**config.mk**
```make
export PLATFORM = sky130hd
export DESIGN_NAME = frame_change_bounding_box_unit_flat
export DESIGN_NICKNAME = d
export VERILOG_FILES = /design/src/fcbb_pkg.sv /design/src/fcbb_req_if.sv /design/src/fcbb_rsp_if.sv /design/src/fcbb_csr.sv /design/src/fcbb_ctrl.sv /design/src/fcbb_datapath.sv /design/src/frame_change_bounding_box_unit.sv /design/src/flat_wrapper.sv
export SDC_FILE = /design/constraint.sdc
export NUM_CORES = 2
export LEC_CHECK = 0
export BUFFER_PORTS_ARGS = -buffer_cell sky130_fd_sc_hd__buf_4
export CAP_MARGIN = 20
export CORE_MARGIN = 4
export CORE_UTILIZATION = 57
export CTS_CLUSTER_DIAMETER = 200
export CTS_CLUSTER_SIZE = 24
export DETAILED_ROUTE_END_ITERATION = 6
export PLACE_DENSITY = 0.74
export SLEW_MARGIN = 20
export SYNTH_ARGS = -nofsm -noshare
export SYNTH_HDL_FRONTEND = slang
export SYNTH_HIERARCHICAL = 1
export SYNTH_SLANG_ARGS = --single-unit
```
**constraint.sdc**
```tcl
create_clock -name clock -period 13.22 [get_ports clock]
set_clock_uncertainty 0.05 [all_clocks]
set_input_delay 1.322 -clock clock [delete_from_list [all_inputs] [get_ports clock]]
set_output_delay 1.322 -clock clock [all_outputs]
set_load 0.005 [all_outputs]
```
**src/fcbb_pkg.sv**
```systemverilog
// Package for the frame change bounding box unit.
// Holds channel and register widths, reset values, register indexes and the
// shared structs. Depends on nothing.
`timescale 1ns / 1ps
`default_nettype none

package fcbb_pkg;

   // Pixel and arithmetic widths
   localparam int CHANNEL_BITS = 8;
   localparam int WEIGHT_BITS  = 16;
   localparam int SQUARE_BITS  = 2 * CHANNEL_BITS;
   localparam int SUM_BITS     = SQUARE_BITS + 2;

   // Default frame size limit
   localparam int MAX_DIM = 4096;

   // Register widths and the configuration port
   localparam int DIM_BITS       = 13;
   localparam int THRESH_BITS    = 18;
   localparam int CSR_DATA_BITS  = 18;
   localparam int CSR_INDEX_BITS = 3;

   // Result field widths
   localparam int START_BITS = 12;
   localparam int END_BITS   = 13;

   // Register reset values
   localparam logic [DIM_BITS-1:0]    FRAME_WIDTH_RESET  = 13'd4096;
   localparam logic [DIM_BITS-1:0]    FRAME_HEIGHT_RESET = 13'd4096;
   localparam logic [THRESH_BITS-1:0] THRESHOLD_RESET    = 18'd40000;
   localparam logic [WEIGHT_BITS-1:0] RED_WEIGHT_RESET   = 16'd13933;
   localparam logic [WEIGHT_BITS-1:0] GREEN_WEIGHT_RESET = 16'd46871;
   localparam logic [WEIGHT_BITS-1:0] BLUE_WEIGHT_RESET  = 16'd5059;

   // Register indexes
   typedef enum logic [CSR_INDEX_BITS-1:0] {
      CSR_FRAME_WIDTH      = 3'd0,
      CSR_FRAME_HEIGHT     = 3'd1,
      CSR_CHANGE_THRESHOLD = 3'd2,
      CSR_RED_WEIGHT       = 3'd3,
      CSR_GREEN_WEIGHT     = 3'd4,
      CSR_BLUE_WEIGHT      = 3'd5
   } csr_index_type;

   // Controller states
   typedef enum logic [1:0] {
      ST_IDLE   = 2'd0,
      ST_WEIGH  = 2'd1,
      ST_SQUARE = 2'd2,
      ST_TEST   = 2'd3
   } state_type;

   typedef struct packed {
      logic [DIM_BITS-1:0]    frame_width;
      logic [DIM_BITS-1:0]    frame_height;
      logic [THRESH_BITS-1:0] change_threshold;
      logic [WEIGHT_BITS-1:0] red_weight_q16;
      logic [WEIGHT_BITS-1:0] green_weight_q16;
      logic [WEIGHT_BITS-1:0] blue_weight_q16;
   } cfg_type;

   typedef struct packed {
      logic [CHANNEL_BITS-1:0] prev_red;
      logic [CHANNEL_BITS-1:0] prev_green;
      logic [CHANNEL_BITS-1:0] prev_blue;
      logic [CHANNEL_BITS-1:0] prev_opacity;
      logic [CHANNEL_BITS-1:0] cur_red;
      logic [CHANNEL_BITS-1:0] cur_green;
      logic [CHANNEL_BITS-1:0] cur_blue;
      logic [CHANNEL_BITS-1:0] cur_opacity;
   } pixel_pair_type;

   typedef struct packed {
      logic                  changed;
      logic [START_BITS-1:0] left;
      logic [START_BITS-1:0] top;
      logic [END_BITS-1:0]   right_excl;
      logic [END_BITS-1:0]   bottom_excl;
   } result_type;

   // Controller to datapath
   typedef struct packed {
      logic accept;
      logic weigh;
      logic square;
      logic test;
   } cmd_type;

   // Datapath to controller
   typedef struct packed {
      logic frame_end;
      logic out_free;
   } status_type;

endpackage

`default_nettype wire

```
**src/fcbb_req_if.sv**
```systemverilog
// Input channel of the frame change bounding box unit: one pixel pair per
// transaction. Depends on fcbb_pkg for the channel width.
`timescale 1ns / 1ps
`default_nettype none

interface fcbb_req_if;
   logic                            valid;
   logic                            ready;
   logic [fcbb_pkg::CHANNEL_BITS-1:0] prev_red;
   logic [fcbb_pkg::CHANNEL_BITS-1:0] prev_green;
   logic [fcbb_pkg::CHANNEL_BITS-1:0] prev_blue;
   logic [fcbb_pkg::CHANNEL_BITS-1:0] prev_opacity;
   logic [fcbb_pkg::CHANNEL_BITS-1:0] cur_red;
   logic [fcbb_pkg::CHANNEL_BITS-1:0] cur_green;
   logic [fcbb_pkg::CHANNEL_BITS-1:0] cur_blue;
   logic [fcbb_pkg::CHANNEL_BITS-1:0] cur_opacity;

   modport source (
      output valid, prev_red, prev_green, prev_blue, prev_opacity,
             cur_red, cur_green, cur_blue, cur_opacity,
      input  ready
   );

   modport sink (
      input  valid, prev_red, prev_green, prev_blue, prev_opacity,
             cur_red, cur_green, cur_blue, cur_opacity,
      output ready
   );
endinterface

`default_nettype wire

```
**src/fcbb_rsp_if.sv**
```systemverilog
// Result channel of the frame change bounding box unit: one box per frame
// per transaction. Depends on fcbb_pkg for the field widths.
`timescale 1ns / 1ps
`default_nettype none

interface fcbb_rsp_if;
   logic                            valid;
   logic                            ready;
   logic                            changed;
   logic [fcbb_pkg::START_BITS-1:0] left;
   logic [fcbb_pkg::START_BITS-1:0] top;
   logic [fcbb_pkg::END_BITS-1:0]   right_excl;
   logic [fcbb_pkg::END_BITS-1:0]   bottom_excl;

   modport source (
      output valid, changed, left, top, right_excl, bottom_excl,
      input  ready
   );

   modport sink (
      input  valid, changed, left, top, right_excl, bottom_excl,
      output ready
   );
endinterface

`default_nettype wire

```
**src/fcbb_csr.sv**
```systemverilog
// Configuration registers of the frame change bounding box unit.
// Depends on fcbb_pkg for register indexes, widths and reset values.
`timescale 1ns / 1ps
`default_nettype none

module fcbb_csr (
   input  wire logic                                clock,
   input  wire logic                                reset,
   input  wire logic                                csr_write_enable,
   input  wire logic [fcbb_pkg::CSR_INDEX_BITS-1:0] csr_index,
   input  wire logic [fcbb_pkg::CSR_DATA_BITS-1:0]  csr_write_data,
   output fcbb_pkg::cfg_type                        cfg
);

   fcbb_pkg::cfg_type cfg_ff;
   fcbb_pkg::cfg_type cfg_in;

   // Decode the write; unknown indexes leave everything alone
   always_comb begin
      cfg_in = cfg_ff;
      if (csr_write_enable) begin
         case (fcbb_pkg::csr_index_type'(csr_index))
            fcbb_pkg::CSR_FRAME_WIDTH:
               cfg_in.frame_width = csr_write_data[fcbb_pkg::DIM_BITS-1:0];
            fcbb_pkg::CSR_FRAME_HEIGHT:
               cfg_in.frame_height = csr_write_data[fcbb_pkg::DIM_BITS-1:0];
            fcbb_pkg::CSR_CHANGE_THRESHOLD:
               cfg_in.change_threshold = csr_write_data[fcbb_pkg::THRESH_BITS-1:0];
            fcbb_pkg::CSR_RED_WEIGHT:
               cfg_in.red_weight_q16 = csr_write_data[fcbb_pkg::WEIGHT_BITS-1:0];
            fcbb_pkg::CSR_GREEN_WEIGHT:
               cfg_in.green_weight_q16 = csr_write_data[fcbb_pkg::WEIGHT_BITS-1:0];
            fcbb_pkg::CSR_BLUE_WEIGHT:
               cfg_in.blue_weight_q16 = csr_write_data[fcbb_pkg::WEIGHT_BITS-1:0];
            default: begin
            end
         endcase
      end
   end

   // Hold the registers
   always_ff @(posedge clock) begin
      if (reset) begin
         cfg_ff.frame_width      <= fcbb_pkg::FRAME_WIDTH_RESET;
         cfg_ff.frame_height     <= fcbb_pkg::FRAME_HEIGHT_RESET;
         cfg_ff.change_threshold <= fcbb_pkg::THRESHOLD_RESET;
         cfg_ff.red_weight_q16   <= fcbb_pkg::RED_WEIGHT_RESET;
         cfg_ff.green_weight_q16 <= fcbb_pkg::GREEN_WEIGHT_RESET;
         cfg_ff.blue_weight_q16  <= fcbb_pkg::BLUE_WEIGHT_RESET;
      end else begin
         cfg_ff <= cfg_in;
      end
   end

   assign cfg = cfg_ff;

endmodule

`default_nettype wire

```
**src/fcbb_ctrl.sv**
```systemverilog
// Controller of the frame change bounding box unit: sequences one pixel pair
// through weigh, square and test steps. Depends on fcbb_pkg.
`timescale 1ns / 1ps
`default_nettype none

module fcbb_ctrl (
   input  wire logic           clock,
   input  wire logic           reset,
   input  wire logic           req_valid,
   output logic                req_ready,
   input  fcbb_pkg::status_type status,
   output fcbb_pkg::cmd_type    cmd
);

   fcbb_pkg::state_type state_ff;
   fcbb_pkg::state_type state_in;

   // Next state
   always_comb begin
      state_in = state_ff;
      case (state_ff)
         fcbb_pkg::ST_IDLE: begin
            if (req_valid) state_in = fcbb_pkg::ST_WEIGH;
         end
         fcbb_pkg::ST_WEIGH:  state_in = fcbb_pkg::ST_SQUARE;
         fcbb_pkg::ST_SQUARE: state_in = fcbb_pkg::ST_TEST;
         fcbb_pkg::ST_TEST: begin
            // hold while a frame result waits for the output register
            if (!(status.frame_end && !status.out_free)) state_in = fcbb_pkg::ST_IDLE;
         end
         default: state_in = fcbb_pkg::ST_IDLE;
      endcase
   end

   // Outputs
   always_comb begin
      cmd       = '0;
      req_ready = 1'b0;
      case (state_ff)
         fcbb_pkg::ST_IDLE: begin
            req_ready  = !reset;
            cmd.accept = !reset && req_valid;
         end
         fcbb_pkg::ST_WEIGH:  cmd.weigh  = 1'b1;
         fcbb_pkg::ST_SQUARE: cmd.square = 1'b1;
         fcbb_pkg::ST_TEST:   cmd.test   = !(status.frame_end && !status.out_free);
         default: begin
         end
      endcase
   end

   always_ff @(posedge clock) begin
      if (reset) begin
         state_ff <= fcbb_pkg::ST_IDLE;
      end else begin
         state_ff <= state_in;
      end
   end

endmodule

`default_nettype wire

```
**src/fcbb_datapath.sv**
```systemverilog
// Datapath of the frame change bounding box unit: pixel position counters,
// weighted squared difference, bounding box and result register.
// Depends on fcbb_pkg for widths and structs.
`timescale 1ns / 1ps
`default_nettype none

module fcbb_datapath #(
   parameter int MAX_DIM = fcbb_pkg::MAX_DIM
) (
   input  wire logic               clock,
   input  wire logic               reset,
   input  fcbb_pkg::cfg_type        cfg,
   input  fcbb_pkg::cmd_type        cmd,
   output fcbb_pkg::status_type     status,
   input  fcbb_pkg::pixel_pair_type pixel,
   input  wire logic               rsp_ready,
   output logic                    rsp_valid,
   output fcbb_pkg::result_type     result
);

   localparam int CW  = (MAX_DIM > 1) ? $clog2(MAX_DIM) : 1;
   localparam int EW  = $clog2(MAX_DIM + 1);
   localparam int CB  = fcbb_pkg::CHANNEL_BITS;
   localparam int WB  = fcbb_pkg::WEIGHT_BITS;
   localparam int SQB = fcbb_pkg::SQUARE_BITS;
   localparam int SB  = fcbb_pkg::SUM_BITS;

   // Position and box state
   logic [CW-1:0] col_ff, col_in, row_ff, row_in;
   logic          box_valid_ff, box_valid_in;
   logic [CW-1:0] start_x_ff, start_x_in, start_y_ff, start_y_in;
   logic [EW-1:0] end_x_ff, end_x_in, end_y_ff, end_y_in;
   logic          out_valid_ff, out_valid_in;

   // Per-item working registers
   logic [CW-1:0] pos_col_ff, pos_row_ff;
   logic          frame_end_ff;
   logic [CB-1:0] mag_r_ff, mag_g_ff, mag_b_ff, mag_a_ff;
   logic [CB-1:0] wt_r_ff, wt_g_ff, wt_b_ff, wt_a_ff;
   logic [SQB-1:0] sq_r_ff, sq_g_ff, sq_b_ff, sq_a_ff;
   fcbb_pkg::result_type result_ff, result_in;

   logic [EW-1:0] width_eff, height_eff;
   logic          col_last, row_last;
   logic [CB-1:0] mag_r, mag_g, mag_b, mag_a;
   logic [CB+WB-1:0] prod_r, prod_g, prod_b;
   logic [SB-1:0] sum;
   logic          hit;
   logic [EW-1:0] pos_col_next, pos_row_next;
   logic          grow_valid;
   logic [CW-1:0] grow_sx, grow_sy;
   logic [EW-1:0] grow_ex, grow_ey;

   function automatic logic [CB-1:0] abs_diff(input logic [CB-1:0] a, input logic [CB-1:0] b);
      abs_diff = (a >= b) ? (a - b) : (b - a);
   endfunction

   // Clamp frame size: zero acts as one, anything above the limit as the limit
   always_comb begin
      if (cfg.frame_width == '0) begin
         width_eff = EW'(1);
      end else if (32'(cfg.frame_width) > MAX_DIM) begin
         width_eff = EW'(MAX_DIM);
      end else begin
         width_eff = EW'(cfg.frame_width);
      end
      if (cfg.frame_height == '0) begin
         height_eff = EW'(1);
      end else if (32'(cfg.frame_height) > MAX_DIM) begin
         height_eff = EW'(MAX_DIM);
      end else begin
         height_eff = EW'(cfg.frame_height);
      end
   end

   // Advance the raster position on each accepted transaction
   always_comb begin
      col_last = (EW'(col_ff) + EW'(1)) >= width_eff;
      row_last = (EW'(row_ff) + EW'(1)) >= height_eff;
      col_in   = col_ff;
      row_in   = row_ff;
      if (cmd.accept) begin
         if (col_last) begin
            col_in = '0;
            row_in = row_last ? '0 : row_ff + CW'(1);
         end else begin
            col_in = col_ff + CW'(1);
         end
      end
   end

   // Channel magnitudes, weights, the sum of squares and the threshold test
   always_comb begin
      mag_r  = abs_diff(pixel.prev_red, pixel.cur_red);
      mag_g  = abs_diff(pixel.prev_green, pixel.cur_green);
      mag_b  = abs_diff(pixel.prev_blue, pixel.cur_blue);
      mag_a  = abs_diff(pixel.prev_opacity, pixel.cur_opacity);
      prod_r = (CB+WB)'(mag_r_ff) * (CB+WB)'(cfg.red_weight_q16);
      prod_g = (CB+WB)'(mag_g_ff) * (CB+WB)'(cfg.green_weight_q16);
      prod_b = (CB+WB)'(mag_b_ff) * (CB+WB)'(cfg.blue_weight_q16);
      sum    = SB'(sq_r_ff) + SB'(sq_g_ff) + SB'(sq_b_ff) + SB'(sq_a_ff);
      hit    = 32'(sum) > 32'(cfg.change_threshold);
   end

   // Grow the box by the tested pixel
   always_comb begin
      pos_col_next = EW'(pos_col_ff) + EW'(1);
      pos_row_next = EW'(pos_row_ff) + EW'(1);
      grow_valid   = box_valid_ff;
      grow_sx      = start_x_ff;
      grow_sy      = start_y_ff;
      grow_ex      = end_x_ff;
      grow_ey      = end_y_ff;
      if (hit) begin
         grow_valid = 1'b1;
         if (box_valid_ff) begin
            if (pos_col_ff < start_x_ff) grow_sx = pos_col_ff;
            if (pos_row_ff < start_y_ff) grow_sy = pos_row_ff;
            if (pos_col_next > end_x_ff) grow_ex = pos_col_next;
            if (pos_row_next > end_y_ff) grow_ey = pos_row_next;
         end else begin
            grow_sx = pos_col_ff;
            grow_sy = pos_row_ff;
            grow_ex = pos_col_next;
            grow_ey = pos_row_next;
         end
      end
   end

   // Commit the test step: update box, clear it and load the result at frame end
   always_comb begin
      box_valid_in = box_valid_ff;
      start_x_in   = start_x_ff;
      start_y_in   = start_y_ff;
      end_x_in     = end_x_ff;
      end_y_in     = end_y_ff;
      result_in    = result_ff;
      out_valid_in = out_valid_ff && !rsp_ready;
      if (cmd.test) begin
         if (frame_end_ff) begin
            box_valid_in          = 1'b0;
            start_x_in            = '0;
            start_y_in            = '0;
            end_x_in              = '0;
            end_y_in              = '0;
            result_in.changed     = grow_valid;
            result_in.left        = fcbb_pkg::START_BITS'(grow_sx);
            result_in.top         = fcbb_pkg::START_BITS'(grow_sy);
            result_in.right_excl  = fcbb_pkg::END_BITS'(grow_ex);
            result_in.bottom_excl = fcbb_pkg::END_BITS'(grow_ey);
            out_valid_in          = 1'b1;
         end else begin
            box_valid_in = grow_valid;
            start_x_in   = grow_sx;
            start_y_in   = grow_sy;
            end_x_in     = grow_ex;
            end_y_in     = grow_ey;
         end
      end
   end

   // Control state
   always_ff @(posedge clock) begin
      if (reset) begin
         col_ff       <= '0;
         row_ff       <= '0;
         box_valid_ff <= 1'b0;
         start_x_ff   <= '0;
         start_y_ff   <= '0;
         end_x_ff     <= '0;
         end_y_ff     <= '0;
         out_valid_ff <= 1'b0;
      end else begin
         col_ff       <= col_in;
         row_ff       <= row_in;
         box_valid_ff <= box_valid_in;
         start_x_ff   <= start_x_in;
         start_y_ff   <= start_y_in;
         end_x_ff     <= end_x_in;
         end_y_ff     <= end_y_in;
         out_valid_ff <= out_valid_in;
      end
   end

   // Per-item payload registers
   always_ff @(posedge clock) begin
      if (cmd.accept) begin
         pos_col_ff   <= col_ff;
         pos_row_ff   <= row_ff;
         frame_end_ff <= col_last && row_last;
         mag_r_ff     <= mag_r;
         mag_g_ff     <= mag_g;
         mag_b_ff     <= mag_b;
         mag_a_ff     <= mag_a;
      end
      if (cmd.weigh) begin
         wt_r_ff <= prod_r[CB+WB-1:WB];
         wt_g_ff <= prod_g[CB+WB-1:WB];
         wt_b_ff <= prod_b[CB+WB-1:WB];
         wt_a_ff <= mag_a_ff;
      end
      if (cmd.square) begin
         sq_r_ff <= SQB'(wt_r_ff) * SQB'(wt_r_ff);
         sq_g_ff <= SQB'(wt_g_ff) * SQB'(wt_g_ff);
         sq_b_ff <= SQB'(wt_b_ff) * SQB'(wt_b_ff);
         sq_a_ff <= SQB'(wt_a_ff) * SQB'(wt_a_ff);
      end
      result_ff <= result_in;
   end

   assign status.frame_end = frame_end_ff;
   assign status.out_free  = !out_valid_ff || rsp_ready;
   assign rsp_valid        = out_valid_ff;
   assign result           = result_ff;

endmodule

`default_nettype wire

```
**src/frame_change_bounding_box_unit.sv**
```systemverilog
// Frame change bounding box unit: top level joining registers, controller
// and datapath. Depends on fcbb_pkg, fcbb_req_if, fcbb_rsp_if, fcbb_csr,
// fcbb_ctrl and fcbb_datapath.
//
// Usage: pixel pairs (previous and current frame, same position) enter on
// req in raster order, one per transaction. Each pair's red, green and blue
// differences are weighted, all four are squared and summed, and a sum above
// the threshold grows the changed-pixel box. After the last pixel of a frame
// one transaction on rsp carries the box and the changed flag, and the box
// starts over. Frame size, threshold and weights are to be set on the csr
// write port while no pixel is in flight; the block itself does not enforce this.
// Flow: the controller steps one pair at a time (accept, weigh, square,
// test) through the three register stages and takes a new pair after test.
// Result: loaded in the test step of the frame's last pair. It waits in
// an output register; pairs keep flowing while it waits, and only the
// next frame's last pair holds in its test step until the receiver takes
// the earlier result.
// Reset: registers return to their defaults, the position returns to the
// first pixel, the box is cleared and no result is pending.
`timescale 1ns / 1ps
`default_nettype none

module frame_change_bounding_box_unit #(
   parameter int MAX_DIM = fcbb_pkg::MAX_DIM
) (
   input  wire logic                                clock,
   input  wire logic                                reset,
   input  wire logic                                csr_write_enable,
   input  wire logic [fcbb_pkg::CSR_INDEX_BITS-1:0] csr_index,
   input  wire logic [fcbb_pkg::CSR_DATA_BITS-1:0]  csr_write_data,
   fcbb_req_if.sink                                 req_if,
   fcbb_rsp_if.source                               rsp_if
);

   fcbb_pkg::cfg_type        cfg;
   fcbb_pkg::cmd_type        cmd;
   fcbb_pkg::status_type     status;
   fcbb_pkg::pixel_pair_type pixel;
   fcbb_pkg::result_type     result;
   logic                     req_ready;
   logic                     rsp_valid;

   // Pack the incoming transaction
   always_comb begin
      pixel.prev_red     = req_if.prev_red;
      pixel.prev_green   = req_if.prev_green;
      pixel.prev_blue    = req_if.prev_blue;
      pixel.prev_opacity = req_if.prev_opacity;
      pixel.cur_red      = req_if.cur_red;
      pixel.cur_green    = req_if.cur_green;
      pixel.cur_blue     = req_if.cur_blue;
      pixel.cur_opacity  = req_if.cur_opacity;
   end

   fcbb_csr u_csr (
      .clock            (clock),
      .reset            (reset),
      .csr_write_enable (csr_write_enable),
      .csr_index        (csr_index),
      .csr_write_data   (csr_write_data),
      .cfg              (cfg)
   );

   fcbb_ctrl u_ctrl (
      .clock     (clock),
      .reset     (reset),
      .req_valid (req_if.valid),
      .req_ready (req_ready),
      .status    (status),
      .cmd       (cmd)
   );

   fcbb_datapath #(
      .MAX_DIM (MAX_DIM)
   ) u_datapath (
      .clock     (clock),
      .reset     (reset),
      .cfg       (cfg),
      .cmd       (cmd),
      .status    (status),
      .pixel     (pixel),
      .rsp_ready (rsp_if.ready),
      .rsp_valid (rsp_valid),
      .result    (result)
   );

   // Drive the channels
   assign req_if.ready       = req_ready;
   assign rsp_if.valid       = rsp_valid;
   assign rsp_if.changed     = result.changed;
   assign rsp_if.left        = result.left;
   assign rsp_if.top         = result.top;
   assign rsp_if.right_excl  = result.right_excl;
   assign rsp_if.bottom_excl = result.bottom_excl;

`ifndef ASSERT_OFF
   // One pixel at a time: no accept right after an accept
   a_single_item: assert property (@(posedge clock) disable iff (reset)
      (req_if.valid && req_if.ready) |=> !req_if.ready)
      else $error("input accepted while a pixel is in flight");

   // A new result traces back to the accept that caused it, through the weigh, square and test steps
   a_result_latency: assert property (@(posedge clock) disable iff (reset)
      $rose(rsp_if.valid) |-> $past(req_if.valid && req_if.ready, 4))
      else $error("result appeared without a matching accept");

   // The controller never commits a frame end into an occupied output register
   a_no_overwrite: assert property (@(posedge clock) disable iff (reset)
      !(cmd.test && status.frame_end && !status.out_free))
      else $error("frame result would overwrite a pending result");
`endif

endmodule

`default_nettype wire
```
**src/flat_wrapper.sv**
```systemverilog
// flat-port wrapper written by rule: the top's interface ports become plain ports
module frame_change_bounding_box_unit_flat 
#(
   parameter int MAX_DIM = fcbb_pkg::MAX_DIM
)
  (clock, reset, csr_write_enable, csr_index, csr_write_data, req_if_valid, req_if_prev_red, req_if_prev_green, req_if_prev_blue, req_if_prev_opacity, req_if_cur_red, req_if_cur_green, req_if_cur_blue, req_if_cur_opacity, req_if_ready, rsp_if_valid, rsp_if_changed, rsp_if_left, rsp_if_top, rsp_if_right_excl, rsp_if_bottom_excl, rsp_if_ready);
  fcbb_req_if req_if_i ();
  fcbb_rsp_if rsp_if_i ();
  input  wire logic clock;
  input  wire logic reset;
  input  wire logic csr_write_enable;
  input  wire logic [fcbb_pkg::CSR_INDEX_BITS-1:0] csr_index;
  input  wire logic [fcbb_pkg::CSR_DATA_BITS-1:0] csr_write_data;
  input wire logic [$bits(req_if_i.valid)-1:0] req_if_valid;
  input wire logic [$bits(req_if_i.prev_red)-1:0] req_if_prev_red;
  input wire logic [$bits(req_if_i.prev_green)-1:0] req_if_prev_green;
  input wire logic [$bits(req_if_i.prev_blue)-1:0] req_if_prev_blue;
  input wire logic [$bits(req_if_i.prev_opacity)-1:0] req_if_prev_opacity;
  input wire logic [$bits(req_if_i.cur_red)-1:0] req_if_cur_red;
  input wire logic [$bits(req_if_i.cur_green)-1:0] req_if_cur_green;
  input wire logic [$bits(req_if_i.cur_blue)-1:0] req_if_cur_blue;
  input wire logic [$bits(req_if_i.cur_opacity)-1:0] req_if_cur_opacity;
  output wire logic [$bits(req_if_i.ready)-1:0] req_if_ready;
  output wire logic [$bits(rsp_if_i.valid)-1:0] rsp_if_valid;
  output wire logic [$bits(rsp_if_i.changed)-1:0] rsp_if_changed;
  output wire logic [$bits(rsp_if_i.left)-1:0] rsp_if_left;
  output wire logic [$bits(rsp_if_i.top)-1:0] rsp_if_top;
  output wire logic [$bits(rsp_if_i.right_excl)-1:0] rsp_if_right_excl;
  output wire logic [$bits(rsp_if_i.bottom_excl)-1:0] rsp_if_bottom_excl;
  input wire logic [$bits(rsp_if_i.ready)-1:0] rsp_if_ready;
  assign req_if_i.valid = req_if_valid;
  assign req_if_i.prev_red = req_if_prev_red;
  assign req_if_i.prev_green = req_if_prev_green;
  assign req_if_i.prev_blue = req_if_prev_blue;
  assign req_if_i.prev_opacity = req_if_prev_opacity;
  assign req_if_i.cur_red = req_if_cur_red;
  assign req_if_i.cur_green = req_if_cur_green;
  assign req_if_i.cur_blue = req_if_cur_blue;
  assign req_if_i.cur_opacity = req_if_cur_opacity;
  assign req_if_ready = req_if_i.ready;
  assign rsp_if_valid = rsp_if_i.valid;
  assign rsp_if_changed = rsp_if_i.changed;
  assign rsp_if_left = rsp_if_i.left;
  assign rsp_if_top = rsp_if_i.top;
  assign rsp_if_right_excl = rsp_if_i.right_excl;
  assign rsp_if_bottom_excl = rsp_if_i.bottom_excl;
  assign rsp_if_i.ready = rsp_if_ready;
  frame_change_bounding_box_unit #(.MAX_DIM(MAX_DIM)) u_core (.clock(clock), .reset(reset), .csr_write_enable(csr_write_enable), .csr_index(csr_index), .csr_write_data(csr_write_data), .req_if(req_if_i), .rsp_if(rsp_if_i));
endmodule
```
-- Word level (Yosys, flattened, before mapping)
Cells that the tools add are included.
- bits in registers: 374
- input port bits: 90
- add/sub/neg operators: 17
- multipliers: 7
- $lt $le $gt $ge: 13
- equal/unequal tests: 10
- multiplexer cells: 38
- reductions and logical operators: 23
- operator list (kind ; count):
    two-way mux 13 bit ; 12
    two-way mux 12 bit ; 10
    multiplier 8 x 16 -> 24 bit ; 3
    multiplier 8 x 8 -> 16 bit ; 4
    subtractor 8 bit ; 8
    adder 12 x 1 -> 13 bit (second input constant) ; 4
    greater-or-equal comparator 8 bit ; 4
    two-way mux 8 bit ; 4
    greater-or-equal comparator 13 bit ; 2
    greater-than comparator 13 bit ; 2
    greater-than comparator 13 bit (second input constant) ; 2
    zero test 13 bit ; 2
    adder 12 x 1 -> 12 bit (second input constant) ; 2
    less-than comparator 12 bit ; 2
    adder 17 x 16 -> 18 bit ; 1
    adder 18 x 16 -> 18 bit ; 1
    greater-than comparator 18 bit ; 1
    AND reduction 2 bit ; 9
    adder 16 x 16 -> 17 bit ; 1
    two-way mux 1 bit ; 9
    case mux 2 bit (4 select lines) ; 1
    == test 3 x 2 -> 1 bit (second input constant) ; 2
    == test 3 bit (second input constant) ; 2
    zero test 1 bit ; 5
    other kinds (9) ; 15

-- Logic depth before layout (Yosys ltp)
- word-level depth: 7
- gate-level depth with buffers: 25
- mapped depth without buffers: 23

-- Cells and area by module
The synthesis kept the hierarchy.
- modules (own cells, without submodules) (module ; times used ; cells each ; area each (um2) ; seq. area each (um2)):
    fcbb_datapath ; 1 ; 3526 ; 33567.2 ; 7527.2
    fcbb_csr ; 1 ; 343 ; 3653.5 ; 1841.8
    fcbb_ctrl ; 1 ; 21 ; 209.0 ; 40.0

-- Worst setup path before layout
OpenSTA, ideal clock, no wires.
- path kind: reg-to-reg
- start: reg u_core.u_datapath.sq_r_ff[2]
- end: reg u_core.u_datapath.end_x_ff[10]
- arrival: 5151 ps
- data required time: 13048 ps
- slack: 7898 ps
- stages on the path, launching flop included: 24
- clock period less this slack: 5322 ps
- cells stage by stage: edfxtp_1 -> inv_1 -> fa_1 -> inv_1 -> fa_1 -> ha_1 -> a211o_1 -> a211oi_1 -> o2111ai_1 -> a31oi_1 -> nor2b_1 -> o21a_1 -> o41ai_1 -> xnor2_1 -> ha_1 -> nand3_1 -> o31ai_2 -> o21ai_1 -> nor2_4 -> o21ai_2 -> or2_1 -> buf_2 -> buf_2 -> a221o_1
- cells in the longest elaborated chain, start to end: 6
- ends and longest elaborated chain (item ; RTL line ; RTL):
    start, declared ; fcbb_datapath.sv:40 ; logic [SQB-1:0] sq_r_ff, sq_g_ff, sq_b_ff, sq_a_ff;
    start signal, assigned ; fcbb_datapath.sv:203 ; sq_r_ff <= SQB'(wt_r_ff) * SQB'(wt_r_ff);
    adder 16 x 16 -> 17 bit ; fcbb_datapath.sv:101 ; sum = SB'(sq_r_ff) + SB'(sq_g_ff) + SB'(sq_b_ff) + SB'(sq_a_ff);
    adder 17 x 16 -> 18 bit ; fcbb_datapath.sv:101 ;
    adder 18 x 16 -> 18 bit ; fcbb_datapath.sv:101 ;
    greater-than comparator 18 bit ; fcbb_datapath.sv:102 ; hit = 32'(sum) > 32'(cfg.change_threshold);
    two-way mux 13 bit ; fcbb_datapath.sv:114 ; if (hit) begin
    two-way mux 13 bit ; fcbb_datapath.sv:140 ; if (frame_end_ff) begin
    end signal, assigned ; fcbb_datapath.sv:179 ; end_x_ff <= end_x_in;
    end, declared ; fcbb_datapath.sv:32 ; logic [EW-1:0] end_x_ff, end_x_in, end_y_ff, end_y_in;
No other way between the ends.
A chain may end at the register's enable or synchronous reset.

-- Worst setup path in the final report
- start: reg u_core.u_datapath.sq_r_ff[2]
- end: reg u_core.u_datapath.result_ff (netlist bit u_core/u_datapath/result[14]), data pin
- cells in the longest elaborated chain, start to end: 5
- ends and longest elaborated chain (item ; RTL line ; RTL):
    adder 16 x 16 -> 17 bit ; fcbb_datapath.sv:101 ;
    adder 17 x 16 -> 18 bit ; fcbb_datapath.sv:101 ;
    adder 18 x 16 -> 18 bit ; fcbb_datapath.sv:101 ;
    greater-than comparator 18 bit ; fcbb_datapath.sv:102 ;
    two-way mux 13 bit ; fcbb_datapath.sv:114 ;
    via u_core.u_datapath.grow_ex[1] ; fcbb_datapath.sv:52 ; logic [EW-1:0] grow_ex, grow_ey;
    end signal, assigned ; fcbb_datapath.sv:208 ; result_ff <= result_in;
    end, declared ; fcbb_datapath.sv:41 ; fcbb_pkg::result_type result_ff, result_in;
The timed path passes the listed nets, and every way through them passes these cells.

==> results.py <==
metrics = {
    "outcome": {
        "status": "complete, no violations",
    },
    "sta": {
        "finalCritPeriodShare_pct": 50.73,
        "post-route-min-period_ps": 6706,
        "final-hold-violation-count": 0,
        "final-setup-viol-count": 0,
        "slew_headroom_pct": 26.81,
        "slew_viol_final": 0,
        "fin_tns_setup_ps": 0,
        "rsz0062_at_grt": "false",
        "fmax_mhz": 149.1,
        "worstMarginPinSlew_ps": 1094,
    },
    "clocking": {
        "clk_latency_ps": 560,
        "cts_max_level": 1,
        "cts_num_sinks": 370,
        "ctsResizeCount": 0,
        "ctsLongestPathBuffers": 3,
        "cts_tree": "built",
        "cts_setup_buffers": 0,
        "cts_buffers": 19,
        "root_buffer": "clkbuf_16",
        "cts_hold_buf": 0,
        "path_clk_slew_ps": 100,
    },
    "place": {
        "globalplace.congestion": 0.8765,
        "io_buffers": 142,
        "post-place-cells": 4780,
        "hpwlAfterDp_mm": 61.56,
    },
    "setup_path": {
        "r2r_start": "u_core/u_datapath/sq_r_ff[2]",
        "crit_path_top_delay_cell": "or2_1",
        "worst-path-buf-inv": 2,
        "worst_setup_path_end_kind": "register",
        "path_delay_family": "compound AO/OA/AOI/OAI gates",
        "worstSetupStartpoint": "u_core/u_datapath/sq_r_ff[2]",
        "r2r_end": "u_core/u_datapath/result[14]",
        "setup.worst_path.start_class": "register",
        "slowest_delay_ps": 800,
        "rr_worst_depth": 22,
        "crit_chain": "inv_1 -> fa_1 -> inv_1 -> fa_1 -> ha_1 -> a211o_1 -> a211oi_1 -> o2111ai_1 -> a31oi_1 -> nor2b_1 -> o21a_1 -> o41ai_1 -> xnor2_1 -> ha_1 -> a21o_1 -> a21oi_1 -> o31ai_2 -> a211oi_2 -> nor2_4 -> o21ai_2 -> or2_1 -> mux2_2",
        "critPathArrivalTime_ps": 6960,
        "reg2reg_slack_ps": 6510,
        "critical_path_class": "register to register",
        "cp_max_fo": 26,
        "cp.required_ps": 13480,
    },
    "cells_and_area": {
        "final_nets": 4839,
        "diodes": 0,
        "stdcell_count": 4813,
        "nFillCells": 5547,
        "multi_input_area_um2": 25190,
        "post_route_cells_drive_above_1_share_pct": 6.064,
        "areaGrowthSynthToFinish_pct": 6.050,
        "area.sequential_um2": 9409,
    },
    "detailed_routing": {
        "wl_per_cell_um": 16.58,
        "vias_per_cell": 5.561,
        "firstDrtPassIters": 5,
        "ant_nets": 0,
        "routed-via-count": 26770,
        "drc": 0,
        "wl_mm": 79.81,
        "drt_iter0_drc": 1567,
    },
    "min_path": {
        "hold_end": "u_core/u_datapath/wt_a_ff[5]",
        "hp-class": "register to register",
        "hp-start": "u_core/u_datapath/mag_a_ff[5]",
        "hold_depth": 0,
    },
    "global_routing": {
        "grt_pass1_wl_mm": 134.9,
        "grt_remaining_overflow": 0,
        "antenna_found_initial": 0,
        "grt_pass1_vias": 27100,
        "grt_usage_pct": 22.97,
        "grt_max_degree": 83,
    },
    "logic_synthesis": {
        "synth_commonest_cells": "620 x inv_1, 416 x ha_1, 395 x nand2_1",
        "syn_area_per_cell_um2": 9.622,
        "netlist_top_cells_area": "fa_1 21%, edfxtp_1 16%, ha_1 14%",
        "yosysTopAreaCellShare_pct": 20.70,
        "yosys_warnings": 6,
        "synth_top_area_cell": "fa_1",
        "synthArstFlopShare_pct": 0,
        "yosysSeqAreaShare_pct": 25.14,
        "synth_cells": 3890,
        "ys.flop_type": "edfxtp_1",
        "yosysMostFrequentCell": "inv_1",
        "ys_types": 98,
        "syn_area_um2": 37430,
        "synth_edf_count": 200,
        "synth_seq_cells": 370,
    },
    "floorplan": {
        "dieArea_um2": 69830,
        "die_w_um": 264.3,
        "num_io_pins": 143,
        "rows": 93,
        "start_util_pct": 57.85,
        "die_y_um": 264.3,
        "core_um2": 64700,
    },
    "flow_run": {
        "maxCapViolations": 0,
    },
}
through the flow:
stage | setup slack (ps) | cell area (um^2) | utilization, % | hold slack [ps]
final | 6514 | 39690 | 61.35 | 372.1
after global routing | 6010 | 39690 | 61.35 | 384.6
after CTS | 6559 | 39690 | 61.34 | 370.4
after detailed placement | 6606 | 39140 | 60.50 | 355.7
after global placement | 6642 | 39140 | 60.50 | 354.2
after floorplan | 7898 | 37430 | - | 350.3
worst max-delay path by stage:
stage                                           endpoint  cells after the start  slack (ps)
after floorplan           u_core/u_datapath/end_x_ff[10]                     23        7900
after global placement      u_core/u_datapath/result[14]                     21        6640
after detailed placement    u_core/u_datapath/result[14]                     21        6610
after CTS                   u_core/u_datapath/result[14]                     22        6560
after global routing        u_core/u_datapath/result[14]                     21        6010
final                       u_core/u_datapath/result[14]                     22        6510
worst register-to-register path, stage by stage (launching register included):
cell       delay, ps
edfxtp_1         340
inv_1             50
fa_1             520
inv_1             50
fa_1             480
ha_1             330
a211o_1          300
a211oi_1         310
o2111ai_1        200
a31oi_1          300
nor2b_1           90
o21a_1           190
o41ai_1          310
xnor2_1          170
ha_1             270
a21o_1           160
a21oi_1          210
o31ai_2          120
a211oi_2         240
nor2_4           140
o21ai_2          420
or2_1            800
mux2_2           420
cells by family after synthesis:
family | after synthesis | synth area share [%]
and+or+nand+nor | 1189 | 16.14
buffers and inverters | 739 | 7.612
xor gates and xnor gates | 160 | 3.744
other | 2 | 0.02006
muxes | 127 | 3.460
AOI/OAI and AO/OA | 500 | 9.280
adders and majority gates | 803 | 34.60
DFF | 370 | 25.14
cell type report:
cell class	count	share of cell area [%]
sequential	370	23.70
clock buffer	31	1.311
timing repair buffer	152	2.884
inverter	621	5.876
multi-input combinational	2782	63.47
tap	855	2.695
clock inverter	2	0.06304
cells in the final DEF, fill, tap and decap left out, types with 100 or more instances in the layout:
master,synthesis,layout
nand2_1,395,395
and2_1,235,234
fa_1,387,387
inv_1,620,619
nor2_1,138,138
o21ai_0,102,102
buf_4,3,151
edfxtp_1,200,200
a21oi_1,119,119
nand2b_1,100,100
mux2i_1,108,108
ha_1,416,414
xnor2_1,106,106
dfxtp_1,170,170
flip-flops by register name (all words and copies together) (netlist names), 13 cells and up:
signal,cells
u_core/u_datapath/sq_g_ff,15
u_core/u_datapath/result,51
u_core/u_csr/cfg,92
u_core/u_datapath/end_y_ff,13
u_core/u_datapath/sq_r_ff,15
u_core/u_datapath/end_x_ff,13
u_core/u_datapath/sq_a_ff,15
u_core/u_datapath/sq_b_ff,15
layer usage:
layer	wire (um)	global-route usage, %	share of wire, %	vias up
li1	-	-	-	12970
met1	36440	32.18	46	13050
met2	37480	38.58	47	642
met3	3967	2.859	5.0	104
met4	1921	5.097	2.4	0
met5	0	0	0	-
Power is left out: the tool's default activity adds up to more than one toggle a clock period on the data nets, which glitch-free logic cannot reach.
